--- src/sv/fgp_pkg.sv ---
// ----------------------------------------------------------------------------
// fgp_pkg
// Shared types, function codes and stream layout of the glyph plotter.
// ----------------------------------------------------------------------------
package fgp_pkg;

    // Default screen geometry
    localparam int SCREEN_WIDTH_DEF  = 128;
    localparam int SCREEN_HEIGHT_DEF = 32;

    // Printable character range
    localparam logic [7:0] CODE_FIRST = 8'd32;
    localparam logic [7:0] CODE_LAST  = 8'd126;

    // Function codes
    localparam logic [2:0] FN_CLEAR     = 3'd0;
    localparam logic [2:0] FN_PIXEL     = 3'd1;
    localparam logic [2:0] FN_GLYPH_XY  = 3'd2;
    localparam logic [2:0] FN_GLYPH_CUR = 3'd3;
    localparam logic [2:0] FN_READ      = 3'd4;
    localparam logic [2:0] FN_MARK      = 3'd5;

    // Memory address source
    localparam logic [1:0] ASEL_CLR   = 2'd0;
    localparam logic [1:0] ASEL_BIDX  = 2'd1;
    localparam logic [1:0] ASEL_PIX   = 2'd2;
    localparam logic [1:0] ASEL_GLYPH = 2'd3;

    // Stream widths
    localparam int IN_TDATA_W  = 168;
    localparam int IN_TUSER_W  = 4;
    localparam int OUT_TDATA_W = 16;

    // Input tdata field offsets
    localparam int OFS_POS_X     = 0;
    localparam int OFS_POS_Y     = 9;
    localparam int OFS_PIXEL_ON  = 18;
    localparam int OFS_CHAR_CODE = 19;
    localparam int OFS_GLYPH_LO  = 27;
    localparam int OFS_GLYPH_HI  = 91;
    localparam int OFS_BYTE_IDX  = 155;

    // Commands from controller to datapath
    typedef struct packed {
        logic       load;
        logic       clr_init;
        logic       clr_adv;
        logic       cur_upd;
        logic       step_adv;
        logic       wr;
        logic [1:0] asel;
        logic       rb_cap;
        logic       dirty_set;
        logic       dirty_clr;
        logic       res_load;
    } t_cmd;

    // Status from datapath to controller
    typedef struct packed {
        logic [2:0] func;
        logic       pix_in;
        logic       glyph_go;
        logic       clr_last;
        logic       step_last;
        logic       out_free;
    } t_status;

endpackage

--- src/sv/fgp_ram.sv ---
// ----------------------------------------------------------------------------
// fgp_ram
// Generic single-write, single-read RAM with registered read data.
// ----------------------------------------------------------------------------
module fgp_ram #(
    parameter int WIDTH = 8,
    parameter int DEPTH = 512
) (
    input  logic                     i_clk,
    input  logic                     i_we,
    input  logic [$clog2(DEPTH)-1:0] i_waddr,
    input  logic [WIDTH-1:0]         i_wdata,
    input  logic [$clog2(DEPTH)-1:0] i_raddr,
    output logic [WIDTH-1:0]         o_rdata
);

    logic [WIDTH-1:0] r_mem [DEPTH];
    logic [WIDTH-1:0] r_rdata;

    // Write port and registered read port
    always_ff @(posedge i_clk) begin
        if (i_we) begin
            r_mem[i_waddr] <= i_wdata;
        end
        r_rdata <= r_mem[i_raddr];
    end

    assign o_rdata = r_rdata;

endmodule

--- src/sv/fgp_ctrl.sv ---
// ----------------------------------------------------------------------------
// fgp_ctrl
// Controller state machine: sequences clear sweeps, pixel and glyph
// read-modify-write steps, byte reads and result hand-off.
// ----------------------------------------------------------------------------
module fgp_ctrl (
    input  logic            i_clk,
    input  logic            i_rst_n,
    input  logic            i_in_valid,
    output logic            o_in_ready,
    input  fgp_pkg::t_status i_status,
    output fgp_pkg::t_cmd   o_cmd
);

    import fgp_pkg::*;

    localparam logic [2:0] ST_IDLE   = 3'd0;
    localparam logic [2:0] ST_CLEAR  = 3'd1;
    localparam logic [2:0] ST_DECODE = 3'd2;
    localparam logic [2:0] ST_GRD    = 3'd3;
    localparam logic [2:0] ST_GWR    = 3'd4;
    localparam logic [2:0] ST_PWR    = 3'd5;
    localparam logic [2:0] ST_RDAT   = 3'd6;
    localparam logic [2:0] ST_DONE   = 3'd7;

    logic [2:0] r_state, n_state;
    logic       r_clr_rep, n_clr_rep;
    t_cmd       w_cmd;
    logic       w_ready;

    // Next state and command decode
    always_comb begin
        n_state   = r_state;
        n_clr_rep = r_clr_rep;
        w_cmd     = '0;
        w_ready   = 1'b0;
        case (r_state)
            ST_IDLE: begin
                w_ready = 1'b1;
                if (i_in_valid) begin
                    w_cmd.load = 1'b1;
                    n_state    = ST_DECODE;
                end
            end
            ST_DECODE: begin
                case (i_status.func)
                    FN_CLEAR: begin
                        w_cmd.clr_init  = 1'b1;
                        w_cmd.dirty_set = 1'b1;
                        n_clr_rep       = 1'b1;
                        n_state         = ST_CLEAR;
                    end
                    FN_PIXEL: begin
                        w_cmd.asel = ASEL_PIX;
                        if (i_status.pix_in) begin
                            w_cmd.dirty_set = 1'b1;
                            n_state         = ST_PWR;
                        end else begin
                            n_state = ST_DONE;
                        end
                    end
                    FN_GLYPH_XY, FN_GLYPH_CUR: begin
                        w_cmd.cur_upd   = 1'b1;
                        w_cmd.dirty_set = 1'b1;
                        n_state         = i_status.glyph_go ? ST_GRD : ST_DONE;
                    end
                    FN_READ: begin
                        w_cmd.asel = ASEL_BIDX;
                        n_state    = ST_RDAT;
                    end
                    FN_MARK: begin
                        w_cmd.dirty_clr = 1'b1;
                        n_state         = ST_DONE;
                    end
                    default: begin
                        n_state = ST_DONE;
                    end
                endcase
            end
            ST_CLEAR: begin
                w_cmd.asel    = ASEL_CLR;
                w_cmd.wr      = 1'b1;
                w_cmd.clr_adv = 1'b1;
                if (i_status.clr_last) begin
                    n_state = r_clr_rep ? ST_DONE : ST_IDLE;
                end
            end
            ST_GRD: begin
                w_cmd.asel = ASEL_GLYPH;
                n_state    = ST_GWR;
            end
            ST_GWR: begin
                w_cmd.asel     = ASEL_GLYPH;
                w_cmd.wr       = 1'b1;
                w_cmd.step_adv = 1'b1;
                n_state        = i_status.step_last ? ST_DONE : ST_GRD;
            end
            ST_PWR: begin
                w_cmd.asel = ASEL_PIX;
                w_cmd.wr   = 1'b1;
                n_state    = ST_DONE;
            end
            ST_RDAT: begin
                w_cmd.rb_cap = 1'b1;
                n_state      = ST_DONE;
            end
            ST_DONE: begin
                if (i_status.out_free) begin
                    w_cmd.res_load = 1'b1;
                    n_state        = ST_IDLE;
                end
            end
            default: begin
                n_state = ST_IDLE;
            end
        endcase
    end

    // State registers; reset starts with a silent clearing pass
    always_ff @(posedge i_clk) begin
        if (!i_rst_n) begin
            r_state   <= ST_CLEAR;
            r_clr_rep <= 1'b0;
        end else begin
            r_state   <= n_state;
            r_clr_rep <= n_clr_rep;
        end
    end

    assign o_cmd      = w_cmd;
    assign o_in_ready = w_ready;

endmodule

--- src/sv/fgp_datapath.sv ---
// ----------------------------------------------------------------------------
// fgp_datapath
// Transaction capture, cursor, glyph column/page stepping, address and
// write-data generation, frame store and output register.
// ----------------------------------------------------------------------------
module fgp_datapath #(
    parameter int SCREEN_WIDTH  = fgp_pkg::SCREEN_WIDTH_DEF,
    parameter int SCREEN_HEIGHT = fgp_pkg::SCREEN_HEIGHT_DEF
) (
    input  logic                             i_clk,
    input  logic                             i_rst_n,
    input  fgp_pkg::t_cmd                    i_cmd,
    output fgp_pkg::t_status                 o_status,
    input  logic [fgp_pkg::IN_TDATA_W-1:0]   i_in_data,
    input  logic [fgp_pkg::IN_TUSER_W-1:0]   i_in_user,
    input  logic                             i_out_ready,
    output logic                             o_out_valid,
    output logic [fgp_pkg::OUT_TDATA_W-1:0]  o_out_data
);

    import fgp_pkg::*;

    localparam int FB_PAGES  = (SCREEN_HEIGHT + 7) / 8;
    localparam int FB_BYTES  = SCREEN_WIDTH * FB_PAGES;
    localparam int ADDR_W    = $clog2(FB_BYTES);
    localparam int LAST_ROWS = SCREEN_HEIGHT - 8 * (FB_PAGES - 1);
    localparam logic [7:0] LAST_MASK = 8'((1 << LAST_ROWS) - 1);
    localparam logic signed [10:0] SW_S11  = 11'(SCREEN_WIDTH);
    localparam logic signed [10:0] SH_S11  = 11'(SCREEN_HEIGHT);
    localparam logic signed [9:0]  SW_S10  = 10'(SCREEN_WIDTH);
    localparam logic signed [6:0]  PG_S7   = 7'(FB_PAGES);
    localparam logic signed [6:0]  LPG_S7  = 7'(FB_PAGES - 1);
    localparam logic [11:0]        SW_U12  = 12'(SCREEN_WIDTH);
    localparam logic [11:0]        FBB_U12 = 12'(FB_BYTES);
    localparam logic [ADDR_W-1:0]  CLR_LAST = ADDR_W'(FB_BYTES - 1);

    // Captured transaction
    logic [2:0]  r_func;
    logic [8:0]  r_px;
    logic [8:0]  r_py;
    logic        r_on;
    logic [7:0]  r_code;
    logic        r_kind;
    logic [63:0] r_lo;
    logic [63:0] r_hi;
    logic [8:0]  r_bidx;

    // Persistent state
    logic [9:0]  r_cur_col;
    logic [8:0]  r_cur_row;
    logic        r_dirty;
    logic [ADDR_W-1:0] r_clr_addr;

    // Glyph walk
    logic [9:0]  r_gx;
    logic [8:0]  r_gy;
    logic [2:0]  r_col;
    logic [1:0]  r_pg;

    // Result
    logic [7:0]  r_rbyte;
    logic        r_ovalid;
    logic [OUT_TDATA_W-1:0] r_odata;

    // Capture on load
    always_ff @(posedge i_clk) begin
        if (i_cmd.load) begin
            r_func <= i_in_user[2:0];
            r_kind <= i_in_user[3];
            r_px   <= i_in_data[OFS_POS_X +: 9];
            r_py   <= i_in_data[OFS_POS_Y +: 9];
            r_on   <= i_in_data[OFS_PIXEL_ON];
            r_code <= i_in_data[OFS_CHAR_CODE +: 8];
            r_lo   <= i_in_data[OFS_GLYPH_LO +: 64];
            r_hi   <= i_in_data[OFS_GLYPH_HI +: 64];
            r_bidx <= i_in_data[OFS_BYTE_IDX +: 9];
        end
    end

    // Pixel range check and address
    logic signed [10:0] w_px11, w_py11;
    logic               w_pix_in;
    logic [11:0]        w_pix_lin;
    logic [7:0]         w_pix_bit;

    assign w_px11    = {{2{r_px[8]}}, r_px};
    assign w_py11    = {{2{r_py[8]}}, r_py};
    assign w_pix_in  = (w_px11 >= 11'sd0) && (w_px11 < SW_S11) &&
                       (w_py11 >= 11'sd0) && (w_py11 < SH_S11);
    assign w_pix_lin = {4'b0, r_px[7:0]} + {9'b0, r_py[5:3]} * SW_U12;
    assign w_pix_bit = 8'd1 << r_py[2:0];

    // Cursor selection and draw decision
    logic signed [9:0] w_eff_col;
    logic [8:0]        w_eff_row;
    logic              w_col_ok;
    logic              w_printable;
    logic [9:0]        w_adv;

    assign w_eff_col   = (r_func == FN_GLYPH_XY) ? {r_px[8], r_px} : r_cur_col;
    assign w_eff_row   = (r_func == FN_GLYPH_XY) ? r_py : r_cur_row;
    assign w_col_ok    = w_eff_col < SW_S10;
    assign w_printable = (r_code >= CODE_FIRST) && (r_code <= CODE_LAST);
    assign w_adv       = r_kind ? 10'd9 : 10'd6;

    // Glyph step position
    logic signed [10:0] w_gx11;
    logic signed [6:0]  w_gpg;
    logic               w_g_valid;
    logic [11:0]        w_g_lin;
    logic [2:0]         w_col_last;
    logic [1:0]         w_pg_last;
    logic               w_step_last;

    assign w_gx11      = {r_gx[9], r_gx} + {8'b0, r_col};
    assign w_gpg       = {r_gy[8], r_gy[8:3]} + {5'b0, r_pg};
    assign w_g_valid   = (w_gx11 >= 11'sd0) && (w_gx11 < SW_S11) &&
                         (w_gpg >= 7'sd0) && (w_gpg < PG_S7);
    assign w_g_lin     = {4'b0, w_gx11[7:0]} + {9'b0, w_gpg[2:0]} * SW_U12;
    assign w_col_last  = r_kind ? 3'd7 : 3'd4;
    assign w_pg_last   = r_kind ? 2'd2 : 2'd1;
    assign w_step_last = (r_col == w_col_last) && (r_pg == w_pg_last);

    // Column pattern: one bit per glyph row, top row in bit 0
    logic [7:0]  w_gbytes [16];
    logic [15:0] w_pat;
    logic [23:0] w_shift;
    logic [7:0]  w_gbyte;
    logic [7:0]  w_hmask;

    always_comb begin
        for (int i = 0; i < 8; i++) begin
            w_gbytes[i]     = r_lo[8*i +: 8];
            w_gbytes[i + 8] = r_hi[8*i +: 8];
        end
        if (r_kind) begin
            for (int r = 0; r < 16; r++) begin
                w_pat[r] = w_gbytes[r][3'd7 - r_col];
            end
        end else begin
            w_pat = {8'b0, w_gbytes[{1'b0, r_col}]};
        end
    end

    assign w_shift = {8'b0, w_pat} << r_gy[2:0];

    // Pick the page slice of the shifted column
    always_comb begin
        case (r_pg)
            2'd0:    w_gbyte = w_shift[7:0];
            2'd1:    w_gbyte = w_shift[15:8];
            2'd2:    w_gbyte = w_shift[23:16];
            default: w_gbyte = 8'd0;
        endcase
    end

    assign w_hmask = (w_gpg == LPG_S7) ? LAST_MASK : 8'hFF;

    // Frame store access
    logic [ADDR_W-1:0] w_addr;
    logic [7:0]        w_rdata;
    logic [7:0]        w_wdata;
    logic              w_we;
    logic              w_bidx_ok;

    always_comb begin
        case (i_cmd.asel)
            ASEL_CLR: begin
                w_addr  = r_clr_addr;
                w_wdata = 8'd0;
            end
            ASEL_BIDX: begin
                w_addr  = ADDR_W'(r_bidx);
                w_wdata = 8'd0;
            end
            ASEL_PIX: begin
                w_addr  = ADDR_W'(w_pix_lin);
                w_wdata = r_on ? (w_rdata | w_pix_bit) : (w_rdata & ~w_pix_bit);
            end
            ASEL_GLYPH: begin
                w_addr  = ADDR_W'(w_g_lin);
                w_wdata = w_rdata | (w_gbyte & w_hmask);
            end
            default: begin
                w_addr  = r_clr_addr;
                w_wdata = 8'd0;
            end
        endcase
    end

    assign w_we      = i_cmd.wr && ((i_cmd.asel != ASEL_GLYPH) || w_g_valid);
    assign w_bidx_ok = {3'b0, r_bidx} < FBB_U12;

    fgp_ram #(
        .WIDTH (8),
        .DEPTH (FB_BYTES)
    ) u_frame_store (
        .i_clk   (i_clk),
        .i_we    (w_we),
        .i_waddr (w_addr),
        .i_wdata (w_wdata),
        .i_raddr (w_addr),
        .o_rdata (w_rdata)
    );

    // Cursor, dirty flag and clear counter
    always_ff @(posedge i_clk) begin
        if (!i_rst_n) begin
            r_cur_col  <= '0;
            r_cur_row  <= '0;
            r_dirty    <= 1'b0;
            r_clr_addr <= '0;
        end else begin
            if (i_cmd.cur_upd) begin
                r_cur_row <= w_eff_row;
                r_cur_col <= w_col_ok ? (w_eff_col + w_adv) : w_eff_col;
            end
            if (i_cmd.dirty_set) begin
                r_dirty <= 1'b1;
            end else if (i_cmd.dirty_clr) begin
                r_dirty <= 1'b0;
            end
            if (i_cmd.clr_init) begin
                r_clr_addr <= '0;
            end else if (i_cmd.clr_adv) begin
                r_clr_addr <= r_clr_addr + 1'b1;
            end
        end
    end

    // Glyph walk: pages inner, columns outer
    always_ff @(posedge i_clk) begin
        if (i_cmd.cur_upd) begin
            r_gx  <= w_eff_col;
            r_gy  <= w_eff_row;
            r_col <= '0;
            r_pg  <= '0;
        end else if (i_cmd.step_adv) begin
            if (r_pg == w_pg_last) begin
                r_pg  <= '0;
                r_col <= r_col + 1'b1;
            end else begin
                r_pg <= r_pg + 1'b1;
            end
        end
    end

    // Read byte capture
    always_ff @(posedge i_clk) begin
        if (i_cmd.load) begin
            r_rbyte <= 8'd0;
        end else if (i_cmd.rb_cap) begin
            r_rbyte <= w_bidx_ok ? w_rdata : 8'd0;
        end
    end

    // Output register
    always_ff @(posedge i_clk) begin
        if (!i_rst_n) begin
            r_ovalid <= 1'b0;
        end else if (i_cmd.res_load) begin
            r_ovalid <= 1'b1;
        end else if (i_out_ready) begin
            r_ovalid <= 1'b0;
        end
    end

    always_ff @(posedge i_clk) begin
        if (i_cmd.res_load) begin
            r_odata <= {7'b0, r_dirty, r_rbyte};
        end
    end

    // Status to controller
    assign o_status.func      = r_func;
    assign o_status.pix_in    = w_pix_in;
    assign o_status.glyph_go  = w_col_ok && w_printable;
    assign o_status.clr_last  = (r_clr_addr == CLR_LAST);
    assign o_status.step_last = w_step_last;
    assign o_status.out_free  = !r_ovalid || i_out_ready;

    assign o_out_valid = r_ovalid;
    assign o_out_data  = r_odata;

endmodule

--- src/sv/framebuffer_glyph_plotter_unit.sv ---
// ----------------------------------------------------------------------------
// framebuffer_glyph_plotter_unit
// Page-organized monochrome framebuffer with pixel set/clear, glyph plotting
// at a position or at a text cursor, byte readout and a modified flag.
//
// Input stream (s_axis): one transaction per operation; tuser carries the
// function code and font kind, tdata the coordinates, glyph and index.
// Output stream (m_axis): exactly one transaction per input transaction,
// carrying the read byte (zero unless a read) and the modified flag.
// Operations run one at a time, with the frame store behind a single
// registered-read RAM port; steps from accept to result valid:
//   mark sent / unused codes / skipped draws / off-screen pixels: decode only
//   on-screen pixel: decode with read, then write; byte read: decode, capture
//   glyph: decode, then per touched column and page a read step and a write
//   step, the write suppressed where the byte falls off screen
//   clear: decode, then one byte written per cycle over the whole store
// After reset the block sweeps all FB_BYTES bytes of the store to zero
// (512 at the default geometry) before it takes the first transaction.
// A finished result sits in an output register; the next transaction is
// accepted while it waits, and the following result holds until taken.
// ----------------------------------------------------------------------------
module framebuffer_glyph_plotter_unit #(
    parameter int SCREEN_WIDTH  = fgp_pkg::SCREEN_WIDTH_DEF,
    parameter int SCREEN_HEIGHT = fgp_pkg::SCREEN_HEIGHT_DEF
) (
    input  logic                             i_clk,
    input  logic                             i_rst_n,
    input  logic                             s_axis_tvalid,
    output logic                             s_axis_tready,
    // pos_x[8:0], pos_y[17:9], pixel_on[18], char_code[26:19],
    // glyph_low[90:27], glyph_high[154:91], byte_index[163:155], zero pad
    input  logic [fgp_pkg::IN_TDATA_W-1:0]   s_axis_tdata,
    // func[2:0], font_kind[3]
    input  logic [fgp_pkg::IN_TUSER_W-1:0]   s_axis_tuser,
    output logic                             m_axis_tvalid,
    input  logic                             m_axis_tready,
    // read_byte[7:0], modified[8], zero pad
    output logic [fgp_pkg::OUT_TDATA_W-1:0]  m_axis_tdata
);

    import fgp_pkg::*;

    t_cmd    w_cmd;
    t_status w_status;

    fgp_ctrl u_ctrl (
        .i_clk      (i_clk),
        .i_rst_n    (i_rst_n),
        .i_in_valid (s_axis_tvalid),
        .o_in_ready (s_axis_tready),
        .i_status   (w_status),
        .o_cmd      (w_cmd)
    );

    fgp_datapath #(
        .SCREEN_WIDTH  (SCREEN_WIDTH),
        .SCREEN_HEIGHT (SCREEN_HEIGHT)
    ) u_datapath (
        .i_clk       (i_clk),
        .i_rst_n     (i_rst_n),
        .i_cmd       (w_cmd),
        .o_status    (w_status),
        .i_in_data   (s_axis_tdata),
        .i_in_user   (s_axis_tuser),
        .i_out_ready (m_axis_tready),
        .o_out_valid (m_axis_tvalid),
        .o_out_data  (m_axis_tdata)
    );

endmodule
--- config.mk ---
export PLATFORM = sky130hd
export DESIGN_NAME = framebuffer_glyph_plotter_unit
export DESIGN_NICKNAME = d
export VERILOG_FILES = /design/src/sv/fgp_pkg.sv /design/src/sv/fgp_ram.sv /design/src/sv/fgp_ctrl.sv /design/src/sv/fgp_datapath.sv /design/src/sv/framebuffer_glyph_plotter_unit.sv
export SDC_FILE = /design/constraint.sdc
export NUM_CORES = 2
export LEC_CHECK = 0
export BUFFER_PORTS_ARGS = -buffer_cell sky130_fd_sc_hd__buf_2
export CAP_MARGIN = 20
export CORE_MARGIN = 3
export CORE_UTILIZATION = 50
export DETAILED_ROUTE_END_ITERATION = 10
export PLACE_DENSITY = 0.69
export RECOVER_POWER = 100
export REMOVE_ABC_BUFFERS = 1
export SETUP_SLACK_MARGIN = 0.02
export SLEW_MARGIN = 20
export SYNTH_ARGS = -nofsm -noshare
export SYNTH_HDL_FRONTEND = slang
export SYNTH_SLANG_ARGS = --single-unit
--- constraint.sdc ---
create_clock -name i_clk -period 24.4 [get_ports i_clk]
set_clock_uncertainty 0.15 [all_clocks]
set_input_delay 1.22 -clock i_clk [delete_from_list [all_inputs] [get_ports i_clk]]
set_output_delay 1.22 -clock i_clk [all_outputs]
set_load 0.005 [all_outputs]
# Word-level counts from Yosys, hierarchy flattened
# Memories as Yosys holds them, arrays and structs flattened. A register that Yosys moved wholly into a read port is not among the register bits.
# Cells that the tools add are included.
[totals] input_bits=176 n_memories=1 latchBits=0 romBits=0 word_cells=187 ff_bits=243 ram_bits=4096 output_inout_bits=18
[memory_table] memory="u_datapath.u_frame_store.r_mem" depth=512 word_bits=8 read_ports=1 rd_clocked_by_memory_dff=1 write_ports=1 line="fgp_ram.sv:17" text="logic [WIDTH-1:0] r_mem [DEPTH];"
[op_classes] div_mod_pow=0 n_bitwise=6 mux=81 n_lt_le_gt_ge=13 shift=2 eq_ne=24 addsub=9 n_reduce_logical=29 multipliers=0
[ops] operator="$bmux 1 s3" count=16
[ops] operator="$pmux 8 s3" count=2
[ops] operator="$mux 1" count=37
[ops] operator="$pmux 9 s4" count=1
[ops] operator="$bmux 8 s4" count=1
[ops] operator="$mux 8" count=3
[ops] operator="$shl 16x3->24" count=1
[ops] operator="$pmux 3 s7" count=1
[ops] operator="$mux 10" count=2
[ops] operator="$add 8x9->9" count=2
[ops] operator="$eq 3x3->1 const B" count=6
[ops] operator="$ge 9x1->1 const B" count=2
[ops] operator="$mux 3" count=6
[ops] operator="$mux 16" count=1
[ops] operator="$or 8x8->8" count=2
[ops] operator="$eq 3x2->1 const B" count=4
[ops] operator="$pmux 3 s4" count=1
[ops] operator="$add 10x4->11" count=1
[ops] operator="$ge 11x1->1 const B" count=1
[ops] operator="$lt 11x9->1 const B" count=1
[ops] operator="$add 10x10->10" count=1
[ops] operator="$logic_and 1x1->1" count=10
[ops] operator="$lt 10x9->1 const B" count=1
[ops] operator="$mux 2" count=5
[ops] operator="other kinds (40)" count=56

# Longest topological paths before layout
[logic_depth] word_depth=9 mapped_depth=17 depth_no_buf=13

# Hierarchy
# From an unflattened synthesis, not the netlist that was laid out.
[hier_totals] hier_cells=8916 hier_area_um2=171807.3
[modules_own_cells] mod="fgp_ram" cells_each=8030 area_per_inst_um2=159927.1 n_inst=1 seq_area_each_um2=123158.1
[modules_own_cells] mod="fgp_datapath" cells_each=825 area_per_inst_um2=11457.2 n_inst=1 seq_area_each_um2=6746.5
[modules_own_cells] mod="fgp_ctrl" cells_each=61 area_per_inst_um2=422.9 n_inst=1 seq_area_each_um2=80.1

# Worst setup path before layout
# OpenSTA, ideal clock, no wires.
[synth_timing] path_type="reg-to-reg" start="reg u_datapath.r_func[1]" end="mem u_datapath.u_frame_store.r_mem[0][0] (data pin)" path_slack_ns=-1.084 period_less_slack_ns=25.484 path_buffers=0 required_time_ns=20.083 setup_ns=4.167 stages_incl_launch_ff=5 arrival_ns=21.167 cell_sequence="edfxtp_1 -> or3b_1 -> a31oi_1 -> nand2_1 -> o21ai_0"
[synth_via] elab_chain_cells=6 word_cells_on_any_way=10 classes_between="eq/ne: 5; mux: 3; reduce/logical: 2"
[synth_rtl] element="from (decl)" line="fgp_datapath.sv:38" text="logic [2:0] r_func;"
[synth_rtl] element="from (signal assigned)" line="fgp_datapath.sv:68" text="r_func <= i_in_user[2:0];"
[synth_rtl] element="$eq 3x3->1 / $eq 3x1->1 (equally long branches)" line="fgp_ctrl.sv:46" text="case (i_status.func)"
[synth_rtl] element="$pmux 2 s2 (*)" line="fgp_ctrl.sv:46"
[synth_rtl] element="$pmux 2 s3 (*)" line="fgp_ctrl.sv:37" text="case (r_state)"
[synth_rtl] element="$eq 2x1->1 / $logic_not 2->1 (equally long branches)" line="fgp_datapath.sv:167" text="case (i_cmd.asel)"
[synth_rtl] element="$reduce_or 2->1 (no source line)"
[synth_rtl] element="$pmux 8 s3 (*)" line="fgp_datapath.sv:167"
[synth_rtl] element="named net u_datapath.u_frame_store.i_wdata[0]" line="fgp_ram.sv:12" text="input logic [WIDTH-1:0] i_wdata,"
[synth_rtl] element="to (decl)" line="fgp_ram.sv:17"
# Mark *: on every way through the listed nets, which the timed path passes. The rest lies on a longest branch.

# Final worst setup path
[layout_timing] start="reg u_datapath.r_col[0]" end="mem u_datapath.u_frame_store.r_mem[82][0] (data pin)"
[layout_via] elab_chain_cells=9 word_cells_on_any_way=42 classes_between="add/sub: 1; shift: 1; mux: 38; bitwise: 2"
[layout_rtl] element="from (decl)" line="fgp_datapath.sv:57" text="logic [2:0] r_col;"
[layout_rtl] element="from (signal assigned)" line="fgp_datapath.sv:241" text="r_col <= r_col + 1'b1;"
[layout_rtl] element="parallel branches: the longest is 4 deep, another holds $sub 3x3->3"
[layout_rtl] element="$mux 16 (*)" line="fgp_datapath.sv:136" text="if (r_kind) begin"
[layout_rtl] element="$shl 16x3->24 (*)" line="fgp_datapath.sv:145" text="assign w_shift = {8'b0, w_pat} << r_gy[2:0];"
[layout_rtl] element="$pmux 8 s3 (*)" line="fgp_datapath.sv:149" text="case (r_pg)"
[layout_rtl] element="$or 8x8->8 (*)" line="fgp_datapath.sv:182" text="w_wdata = w_rdata | (w_gbyte & w_hmask);"
[layout_rtl] element="$pmux 8 s3 (*)" line="fgp_datapath.sv:167"
[layout_rtl] element="named net u_datapath.u_frame_store.i_wdata[0]" line="fgp_ram.sv:12"
# Mark *: on every way through the listed nets, which the timed path passes. The select of a mux whose other input is x is not followed.

==> metrics.md <==
| Metric | Value |
|---|---|
| Top cells by area, synth | edfxtp_1 (77%), mux4_2 (14%), a22oi_1 (2.3%), nor2_1 (1.3%), a21oi_1 (0.87%) |
| Synth Area per Inst | 21.2 um^2 |
| Startpoint types | flop |
| Sequential share of the synthesized area | about 77% |
| Crit end category | flop |
| Placed wire-length estimate | 225 mm |
| Final TNS setup | 0 ns |
| RSZ-0062 raised after global routing | no |
| Failing checks | capacitance limit, slew limit |
| Gr ovfl total | 0 |
| Final hold vios | 0 |
| Post-synth top area share | about 77% |
| Slew Viols, Final | around 4,200 |
| Syn Std Cell Area | 168,000 um^2 |
| Clock share of power | between 40% and 50% |
| Clock transition at path regs | approximately 0.060 ns |
| Worst slew pin tran | between 10 and 15 ns |
| Post-synth EDFFs | 4,292 |
| I/O Pins | approximately 190 |
| Synth Area in XOR/XNOR | less than 1% |
| CTS Hold Bufs | 0 |
| Buffers on Ports | around 180 |
| Ys async rst share | 0% |
| Via density | 6.39 |
| Final min period | 15.51 ns |
| H-tree depth | 5 |
| Die area | about 340,000 um^2 |
| Busiest grt layer | met2 |
| Compound-Gate Fraction of Synth Area | under 10% |
| # setup viols final | 0 |
| Num CTS Buffers | around 420 |
| Initial antenna violation count | 22 |
| Post-cts resize count | 0 |
| Reg area | 130,000 um^2 |
| Max Cap Viol | between 60 and 70 |
| P_sw | 0.00309 W |
| Int Power | between 0.01 and 0.015 W |
| CP Max Fanout | 109 |
| GPL Wtd Cong | about 0.84 |
| Post-Route WL | 398 mm |
| Crit Path Category | reg2reg |
| Global-route track usage on met1 | 32.3% |
| Hold Slack | about 0.31 ns |
| Drt wl/cell | 30.8 um |
| Clk Latency, worst-skew pair | around 0.97 ns |
| Worst hold path type | in2reg |
| F_max | about 0.064 GHz |
| Share of layout cells above drive strength 1 | between 20% and 30% |
| Fin crit share | a little under two thirds |
| CTS root buf | clkbuf_16 |
| Synth warn | 0 |
| Overall power | 0.0150 W |
| # Post-CTS Setup Buffers | 0 |
| Vias in the first global route | approximately 83,000 |
| Synthesis-to-layout area growth | 11.3% |
| Sequential Power Share | a little over half |
| Hold depth | 1 |
| Clock tree buffer depth | 4 |
| CTS tree | built |
| DRC violation count after routing | 0 |
| Worst Path Required | between 20 and 25 ns |
| Met3 global-route usage | approximately 5.1% |
| Largest family of logic cells by synthesized area | multiplexers |
| Flops & latches, synth | 4,347 |
| Status | finished with violations |
| Vias after detailed routing | 82,500 |
| Relative slew slack | -595% |
| GRT Util Overall | a little under a quarter |
| First DRT Iteration DRCs | ~10,000 |
| Initial Util | 50.3% |
| Synth unique cells | 65 |
| Post-synthesis adder-cell area fraction | less than 1% |
| Die X | ~600 um |
| Met2 usage | about 36% |
| Synth Area in Simple Gates | 2.28% |
| Mapped Cells | roughly 7,900 |
| First-pass DRT Iterations | 7 |
| Sw frac | about a fifth |
| CORE AREA | between 300,000 and 400,000 um^2 |
| Global-route wire length before repair | 578 mm |
| PD cells | between 80 and 90 nW/um^2 |
| Pleak | between 50 and 60 nW |
| Worst VDD drop | 0.0606 mV |
| Final nets | 8,353 |
| Largest net degree at the start of global routing | 226 |
| Synth top cells by count | edfxtp_1 (4,292), mux4_2 (1,080), nor2_1 (580) |
| Area leader, netlist | edfxtp_1 |
| # fillers | 24,000 |
| R2R cell count | 14 |
| Main synth FF type | edfxtp_1 |
| Comb power frac | between 3 and 4% |
| Mux cell area share after synthesis | between 10% and 20% |
| Area of the multi-input gates | between 30,000 and 40,000 um^2 |
| TritonCTS Sinks | about 4,300 |
| CP Data Arrival Time | 15.60 ns |
| Die Y | 585 um |
| Row count | approximately 210 |
| DRT antenna net count | 0 |
| Most common cell in the netlist | edfxtp_1 |
## power by group through the flow
stage          logic (W)  clock network (W)  registers [W]
2_1_floorplan    0.00156                  0        0.00825
3_3_place_gp    0.000537                  0        0.00826
3_5_place_dp    0.000541                  0        0.00826
4_1_cts         0.000543            0.00644        0.00810
5_1_grt         0.000566            0.00672        0.00810
6_report        0.000535            0.00635        0.00810
## cell usage in the layout (no fill, tap or decap), drive strengths merged, types with 4 or more instances in the layout
cell	n
mux2i	20
a22oi	516
nand2	92
buf	252
xor2	10
clkinvlp	15
mux4	1080
and2	15
o21ai	48
ha	18
o22ai	42
nor4	69
o211ai	7
conb	7
diode	9
a31oi	4
inv	34
mux2	31
clkinv	213
o21a	4
nor2b	10
nor3	16
edfxtp	4292
clkbuf	603
or3b	4
and3	5
nand3	19
nand2b	8
nand4	37
or4	8
a21boi	12
nor2	581
xnor2	17
a211oi	9
o211a	4
a21oi	293
dfxtp	55
a21o	5
bufinv	31
## sequential cells by signal, indices dropped and copies added (netlist names), 2 cells and up
signal,cells
u_ctrl.r_state,3
u_datapath.r_col,3
u_datapath.r_gy,9
u_datapath.r_py,9
u_datapath.r_cur_col,10
u_datapath.r_lo,64
u_datapath.r_px,9
u_datapath.r_gx,10
u_datapath.r_hi,64
u_datapath.u_frame_store.o_rdata,8
u_datapath.u_frame_store.r_mem,4096
u_datapath.r_rbyte,8
u_datapath.o_out_data,9
u_datapath.r_pg,2
u_datapath.r_code,8
u_datapath.r_func,3
u_datapath.r_bidx,9
u_datapath.r_clr_addr,9
u_datapath.r_cur_row,9
## layer usage
layer | up-vias | share of wire [%]
met5 | - | 0.045
met4 | 20 | 3.6
met3 | 719 | 9.5
met2 | 4076 | 48
met1 | 43900 | 39
li1 | 33800 | -
## kinds of logic after synthesis
| logic type | count (synthesis) |
|---|---|
| flip-flops | 4347 |
| multiplexers | 1131 |
| AO/OA/AOI/OAI | 959 |
| AND/OR/NAND/NOR | 880 |
| buffers and inverters | 535 |
| XOR/XNOR | 27 |
| adder cells (fa/ha/maj) | 21 |
| other | 1 |
## final cells by class
cell class | count | area share [%]
sequential | 4347 | 69.6
multi-input combinational | 3025 | 19.1
clock buffer | 520 | 5.98
tap | 4387 | 2.94
clock inverter | 269 | 1.27
timing repair buffer | 335 | 1.05
inverter | 24 | 0.0482
antenna | 9 | 0.0121
## final timing paths
kind | from | endpoint | slack (ns)
min | s_axis_tdata[25] | u_datapath.r_code[6]$_DFFE_PP_ | 0.31
max | u_datapath.r_col[0]$_SDFFE_PP0P_ | u_datapath.u_frame_store.r_mem[82][0]$_DFFE_PP_ | 8.89
max reg2reg | u_datapath.r_col[0]$_SDFFE_PP0P_ | u_datapath.u_frame_store.r_mem[82][0]$_DFFE_PP_ | 8.89
min reg2reg | u_datapath.r_cur_row[6]$_SDFFE_PN0P_ | u_datapath.r_cur_row[6]$_SDFFE_PN0P_ | 0.31
## critical path: stages (launching register included)
cell and delay (ns):
dfxtp_1 1.13, clkbuf_1 1.92, mux4_2 0.53, mux2_1 0.21, nand2_1 0.06, o21ai_0 0.26, a21oi_1 0.11, o221a_2 0.28
nor2b_1 0.13, a211oi_1 0.28, o21ai_0 0.18, o21ai_4 0.09, clkbuf_1 3.05, clkbuf_1 3.53, clkbuf_1 2.57
## metrics by stage
stage	std cells	utilization [%]	setup slack [ns]	instance area [um^2]
2_1_floorplan	7396	-	-62.22	166000
3_3_place_gp	12100	52.0	14.77	174000
3_5_place_dp	12100	52.0	14.76	174000
4_1_cts	12900	56.1	14.80	187000
5_1_grt	12900	55.9	7.26	187000
6_report	12900	55.9	8.89	187000
Power figures use the tool's default switching activity.
